$ cat config.mk
export PLATFORM = sky130hd
export DESIGN_NAME = dtk_div
export DESIGN_NICKNAME = d
export VERILOG_FILES = /design/src/hdl/dual_thermocouple_ema_kalman_core_macros.svh /design/src/hdl/dtk_pkg.sv /design/src/hdl/dtk_div.sv
export SDC_FILE = /design/constraint.sdc
export NUM_CORES = 1
export LEC_CHECK = 0
export BUFFER_PORTS_ARGS = -buffer_cell sky130_fd_sc_hd__buf_2
export CORE_ASPECT_RATIO = 0.5
export CORE_MARGIN = 2
export CORE_UTILIZATION = 35
export DETAILED_ROUTE_END_ITERATION = 16
export GPL_ROUTABILITY_DRIVEN = 1
export SLEW_MARGIN = 10
export SYNTH_ARGS = -nofsm -noshare
export SYNTH_HDL_FRONTEND = slang
export SYNTH_SLANG_ARGS = --single-unit
$ cat constraint.sdc
create_clock -name clk -period 5.06 [get_ports clk]
set_input_delay 0.506 -clock clk [delete_from_list [all_inputs] [get_ports clk]]
set_output_delay 0.506 -clock clk [all_outputs]
set_load 0.01 [all_outputs]
$ cat src/hdl/dual_thermocouple_ema_kalman_core_macros.svh
// Assertion macros used by the core RTL file.
`ifndef DUAL_THERMOCOUPLE_EMA_KALMAN_CORE_MACROS_SVH
`define DUAL_THERMOCOUPLE_EMA_KALMAN_CORE_MACROS_SVH

// Property that holds on every clock edge outside reset.
`define DTK_ASSERT(label, prop, msg) \
	label: assert property (@(posedge clk) disable iff (!arst_n) (prop)) else $error(msg);

// Implication that holds from one clock edge to the next.
`define DTK_ASSERT_NEXT(label, ante, cons, msg) \
	label: assert property (@(posedge clk) disable iff (!arst_n) (ante) |=> (cons)) \
		else $error(msg);

`endif

$ cat src/hdl/dtk_pkg.sv
`timescale 1ns / 1ps
`default_nettype none
package dtk_pkg;
	localparam int FRAC_BITS_DEF = 16;
	localparam int TEMP_W = 28;
	localparam logic [15:0] EMA_WEIGHT_RST = 16'd66;
	localparam logic [31:0] PROC_NOISE_RST = 32'd2560;
	localparam logic [31:0] MEAS_NOISE_RST = 32'd51200000;
	localparam logic [31:0] VAR_RST = 32'd3;
	localparam logic [1:0] REG_EMA_WEIGHT = 2'd0;
	localparam logic [1:0] REG_PROC_NOISE = 2'd1;
	localparam logic [1:0] REG_MEAS_NOISE = 2'd2;
	localparam logic signed [TEMP_W-1:0] TEMP_MAX = 28'sh7FFFFFF;
	localparam logic signed [TEMP_W-1:0] TEMP_MIN = -28'sh8000000;

	typedef struct packed {
		logic start;
		logic busy;
	} div_ctl_t;

	function automatic logic signed [TEMP_W-1:0] sat_temp(input logic signed [63:0] v);
		if (v > 64'(TEMP_MAX)) return TEMP_MAX;
		if (v < 64'(TEMP_MIN)) return TEMP_MIN;
		return v[TEMP_W-1:0];
	endfunction
endpackage
`default_nettype wire

$ cat src/hdl/dtk_div.sv
`timescale 1ns / 1ps
`default_nettype none
// Restoring divider for the gain: q = floor(num * 2^24 / den), one bit a cycle.
module dtk_div (
	input  wire logic        clk,
	input  wire logic        arst_n,
	input  wire dtk_pkg::div_ctl_t ctl_in,
	input  wire logic [31:0] num,
	input  wire logic [32:0] den,
	output logic             done,
	output logic [24:0]      quot
);
	import dtk_pkg::*;
	logic [5:0]  cnt_q;
	logic        run_q;
	logic        done_q;
	logic [33:0] rem_q;
	logic [56:0] dvd_q;
	logic [24:0] quot_q;
	logic [33:0] trial;

	// Numerator bits shift in from the top, so only the last 25 quotient bits are kept.
	assign trial = {rem_q[32:0], dvd_q[56]} - {1'b0, den};

	always_ff @(posedge clk or negedge arst_n) begin
		if (!arst_n) begin
			run_q <= 1'b0;
			cnt_q <= '0;
		end else if (ctl_in.start) begin
			run_q <= 1'b1;
			cnt_q <= 6'd57;
		end else if (run_q) begin
			cnt_q <= cnt_q - 6'd1;
			if (cnt_q == 6'd1) run_q <= 1'b0;
		end
	end

	// Done is registered and rises at the edge that shifts in the last quotient bit, unless a start arrives.
	always_ff @(posedge clk or negedge arst_n) begin
		if (!arst_n) begin
			done_q <= 1'b0;
		end else begin
			done_q <= run_q && cnt_q == 6'd1 && !ctl_in.start;
		end
	end

	always_ff @(posedge clk) begin
		if (ctl_in.start) begin
			rem_q <= '0;
			dvd_q <= {1'b0, num, 24'd0};
			quot_q <= '0;
		end else if (run_q) begin
			dvd_q <= {dvd_q[55:0], 1'b0};
			if (!trial[33]) begin
				rem_q <= trial;
				quot_q <= {quot_q[23:0], 1'b1};
			end else begin
				rem_q <= {rem_q[32:0], dvd_q[56]};
				quot_q <= {quot_q[23:0], 1'b0};
			end
		end
	end

	assign done = done_q;
	assign quot = quot_q;
endmodule
`default_nettype wire
Yosys cells after proc, flatten, opt, wreduce, memory -nomap -nowiden
Index checks and enable logic that the tools add are counted.
{"block": "totals", "ff_bits": 99, "in_bits": 69, "output_inout_bits": 26, "word_cells": 23}
{"block": "classes", "add_sub_neg": 2, "n_eq_ne": 1, "n_mux": 9, "reduce_logical": 4}
{"operator": "$mux 56", "count": 2}
{"operator": "$sub 34x33->34", "count": 1}
{"operator": "$mux 33", "count": 1}
{"operator": "$mux 6", "count": 2}
{"operator": "$eq 6x1->1 const B", "count": 1}
{"operator": "$sub 6x1->6 const B", "count": 1}
{"operator": "$mux 1", "count": 4}
{"operator": "$logic_and 1x1->1", "count": 2}
{"operator": "$reduce_bool 2->1", "count": 1}
{"operator": "$logic_not 1->1", "count": 1}

Longest topological paths before layout
{"block": "logic_depth", "depth_word": 4, "ltp_mapped": 14, "ltp_nobuf": 12}

Least setup slack after synthesis
OpenSTA, ideal clock, no wires.
{"block": "synth_timing", "path_kind": "input port to flip-flop", "from": "input port den[6]", "to": "register rem_q[6]", "setup_ns": 0.088, "arrival_time_ns": 2.740, "t_required_ns": 4.972, "setup_slack_ns": 2.232, "cell_stages": 13, "path_buffers": 2, "cell_sequence": "inv_1 -> ha_1 -> and3_1 -> and3_4 -> a211oi_4 -> o21ai_4 -> a21oi_4 -> o211a_4 -> xnor2_2 -> buf_6 -> buf_6 -> nand2_1 -> a311oi_2"}
{"block": "synth_between", "elab_chain_cells": 2}
{"element": "start, declared", "line": "dtk_div.sv:9", "rtl": "input wire logic [32:0] den,"}
{"element": "$sub 34x33->34", "line": "dtk_div.sv:23", "rtl": "assign trial = {rem_q[32:0], dvd_q[56]} - {1'b0, den};"}
{"element": "$mux 33", "line": "dtk_div.sv:54", "rtl": "if (!trial[33]) begin"}
{"element": "end signal, assigned", "line": "dtk_div.sv:55", "rtl": "rem_q <= trial;"}
{"element": "end signal, assigned", "line": "dtk_div.sv:58", "rtl": "rem_q <= {rem_q[32:0], dvd_q[56]};"}
{"element": "end, declared", "line": "dtk_div.sv:17", "rtl": "logic [33:0] rem_q;"}
Every way passes these cells.
A chain may end at the register's enable or synchronous reset.

Worst setup path after layout
{"block": "layout_timing", "from": "register rem_q[14]", "to": "register rem_q[3]"}
{"block": "layout_between", "elab_chain_cells": 2}
{"element": "$sub 34x33->34", "line": "dtk_div.sv:23"}
{"element": "$mux 33", "line": "dtk_div.sv:54"}
Every way passes these cells.

==> impl_metrics.csv <==
group,metric,value,unit
global_route,grt.busiest_layer,"met2",
critical_path,cp.required,5310,ps
global_route,gr-total-overflow,0,
layout,syn_to_final_growth,16.1,%
logic_synthesis,yosysWarnings,0,
sta,skew,8.96,ps
die,rows,33,
clock_tree,cts_buffers,9,
critical_path,cp_slowest_cell,"xnor2_4",
sta,final-hold-violation-count,0,
die,die_w,190,um
clock_tree,cts_sinks,99,
layout,layout-drive-gt1-share,23.4,%
drt,drt-initial-drc-count,221,
power,leakage,0.00316,uW
layout,final_nets,828,
die,start_util,36.4,%
global_route,grt.met2_usage,23.3,%
logic_synthesis,async_flop_share,8.08,%
sta,slew_viol_final,0,
sta,max_freq,306,MHz
clock_tree,cts_tree,"yes",
critical_path,crit_type,"register to register",
logic_synthesis,postSynthCellCount,647,
power,ir_drop,0.148,mV
critical_path,reg2reg_setup_slack,1790,ps
global_route,grtUsageMet1,20.5,%
drt,ant_nets,0,
global_route,grtUsageMet3,3.96,%
power,cellPowerDensity,293,mW/mm2
global_route,grt_start_max_net_pins,83,
placed_design,globalplace.congestion,0.816,
critical_path,cp-end-kind,"register",
global_route,track_usage,14.8,%
die,io_pins,95,
sta,setup_viol,0,
drt,routedWlPerCell,13.8,um
global_route,grt_antenna_before_repair,1,
logic_synthesis,yosysTopAreaCell,"dfxtp_1",
sta,rsz0062_at_grt,"false",
critical_path,startpoint_type,"register",
clock_tree,postCtsSetupBuffers,0,
logic_synthesis,avgSynthCellArea,9.36,um2
logic_synthesis,synth-seq-cells,99,
logic_synthesis,ys_top_cells_by_area,"dfxtp_1 (20%), edfxtp_1 (16%), ha_1 (7.2%)",
sta,period_needed,3270,ps
critical_path,cp_max_fo,23,
drt,routed_wl,13200,um
placed_design,io_buffers,93,
worst_hold_path,hold_class,"input pin to register",
sta,final.setup.tns,0,ps
placed_design,dpl.hpwl,9200,um
logic_synthesis,syn_area,0.00606,mm2
clock_tree,clkSlewWorstSetupHoldPaths,80,ps
layout,nFillCells,1657,
logic_synthesis,synth.yosys.seq_area_share,38.7,%
die,die_area,0.0184,mm2
critical_path,path_cells,"ha_1 > inv_1 > nor3_2 > nand4_1 > o21ai_4 > a21oi_4 > o211a_4 > xnor2_4 > buf_4 > nor2_1 > nor4_1",
clock_tree,cts_buffer_depth,2,
die,core,0.0166,mm2
drt,drt_first_pass_iters,5,
clock_tree,cts_max_level,3,
sta,worstMarginPinSlew,1080,ps
clock_tree,clk_latency,350,ps
logic_synthesis,synth_edf_count,32,
job,cap_violations,0,
layout,post-route-util,42.3,%
sta,slew_headroom,27.7,%
critical_path,max_stage_delay,580,ps
sta,min_period_over_period,64.6,%
critical_path,arrival,3520,ps
logic_synthesis,synth_nets,752,
logic_synthesis,synth_top_cell_area_share,19.5,%
drt,drc,0,
drt,vias,4788,
status,run_status,"complete, no violations",
clock_tree,root_buffer,"clkbuf_16",
global_route,grt_first_pass_wirelength,22300,um
logic_synthesis,yosysUniqueCellTypes,67,
logic_synthesis,ys.flop_type,"dfxtp_1",
layout,diodes,0,
drt,via_per_inst,5.01,
die,die_h,97.0,um
global_route,grt_pass1_vias,4570,
## report_power, final
group,switching [uW],internal (uW),total [uW]
Clock,331,442,773
Sequential,30.1,875,906
Combinational,212,173,386
## worst max-delay path: cells and delay by family (launching register included)
kind	cells	cell delay [ps]
buffers and inverters	2	470
adders and majority gates	1	410
and+or+nand+nor	4	740
DFF	1	330
AOI/OAI and AO/OA	3	630
xor gates and xnor gates	1	580
## kinds of logic (layout without fill, tap and decap cells)
kind of cell	after synthesis	count (layout)	share of synthesized area, %
XOR/XNOR	34	34	5.35
flip-flops	99	99	38.7
buffers and inverters	81	162	5.54
AND/OR/NAND/NOR	202	202	15.3
multiplexers	57	57	10.1
adder cells (fa/ha/maj)	36	36	7.56
AO/OA/AOI/OAI	138	138	17.5
## sequential cells by signal, summed over array words and instances, names as in the netlist
register	count
dvd_q	33
run_q	1
quot	25
done	1
cnt_q	6
rem_q	33
## cells in the mapped netlist (4+ instances only)
master    instances
dfxtp_1          59
nand4_1           6
xnor2_1          22
nand3_1          21
ha_1             35
and3_1            5
inv_1            47
o21a_1            8
buf_1             8
nand2b_1          4
a21o_1            7
a21oi_1          35
nor2b_1           4
dfrtp_1           8
nand2_1          71
nor3_1            7
a311oi_1          7
clkbuf_1         17
mux2i_1          26
a311oi_2         13
o21ai_0          22
edfxtp_1         32
and2_1            4
o311ai_1          5
mux2_2           31
xor2_1           10
o21ai_1           4
nor2_1           64
o21bai_1         10
buf_2             4
## through the flow
stage	setup WS (ps)	instances	total power [uW]	cell area (um2)	hold slack, ps
final	1790	955	2060	7030	450
after global routing	1500	955	2180	7030	439
after CTS	1760	955	2090	7030	435
after detailed placement	1440	938	1310	6700	361
after global placement	1490	938	1300	6700	358
after floorplan	2230	647	1220	6060	210
## worst paths after layout
path / start / end / cells after the start
worst max-delay path: rem_q[14] / rem_q[3] / 11
worst min-delay path: num[0] / dvd_q[24] / 2
worst max register to register: rem_q[14] / rem_q[3] / 11
worst min register to register: dvd_q[55] / dvd_q[56] / 2
max in group asynchronous: arst_n / run_q / 2
min in group asynchronous: arst_n / done / 2
## final cells by class
type                            count  area, um2  share of cell area (%)
Tap cell                          227        284                    4.04
Clock inverter                      6       96.3                    1.37
Clock buffer                       10        229                    3.26
Inverter                           48        180                    2.56
Multi-Input combinational cell    467       3390                    48.2
Sequential cell                    99       2350                    33.4
Timing Repair Buffer               98        508                    7.22
## metal layers
| layer | up-vias | wire (um) |
|---|---|---|
| met5 | - | 16 |
| met3 | 7 | 573 |
| met2 | 87 | 5820 |
| li1 | 2447 | - |
| met1 | 2245 | 6700 |
| met4 | 2 | 74 |
## placed cells by master (no fill, tap or decap), drive strengths merged, types with 2 or more instances in the layout
master / synthesis / final
a32oi: 3 / 3
o211a: 2 / 2
a221oi: 2 / 2
a311oi: 20 / 20
and3: 6 / 6
dfxtp: 59 / 59
buf: 16 / 97
clkbuf: 17 / 10
a211oi: 4 / 4
o211ai: 3 / 3
nor2: 65 / 65
nor3: 8 / 8
o311ai: 5 / 5
a2111oi: 2 / 2
mux2i: 26 / 26
inv: 48 / 51
nand4: 6 / 6
xnor2: 24 / 24
nor3b: 4 / 4
a21oi: 37 / 37
o21ai: 27 / 27
nand3: 21 / 21
nand2: 71 / 71
o21a: 8 / 8
o21bai: 10 / 10
edfxtp: 32 / 32
nand2b: 4 / 4
ha: 35 / 35
and2: 4 / 4
o221ai: 2 / 2
a21o: 7 / 7
dfrtp: 8 / 8
a31oi: 2 / 2
nor2b: 4 / 4
bufinv: 0 / 2
o31a: 2 / 2
xor2: 10 / 10
mux2: 31 / 31
## timing repair
action	in CTS	in global routing
resized for setup	0	0
hold endpoints to repair	8	0
hold buffers	1	0
No activity file was read; power rests on OpenSTA's default activity.
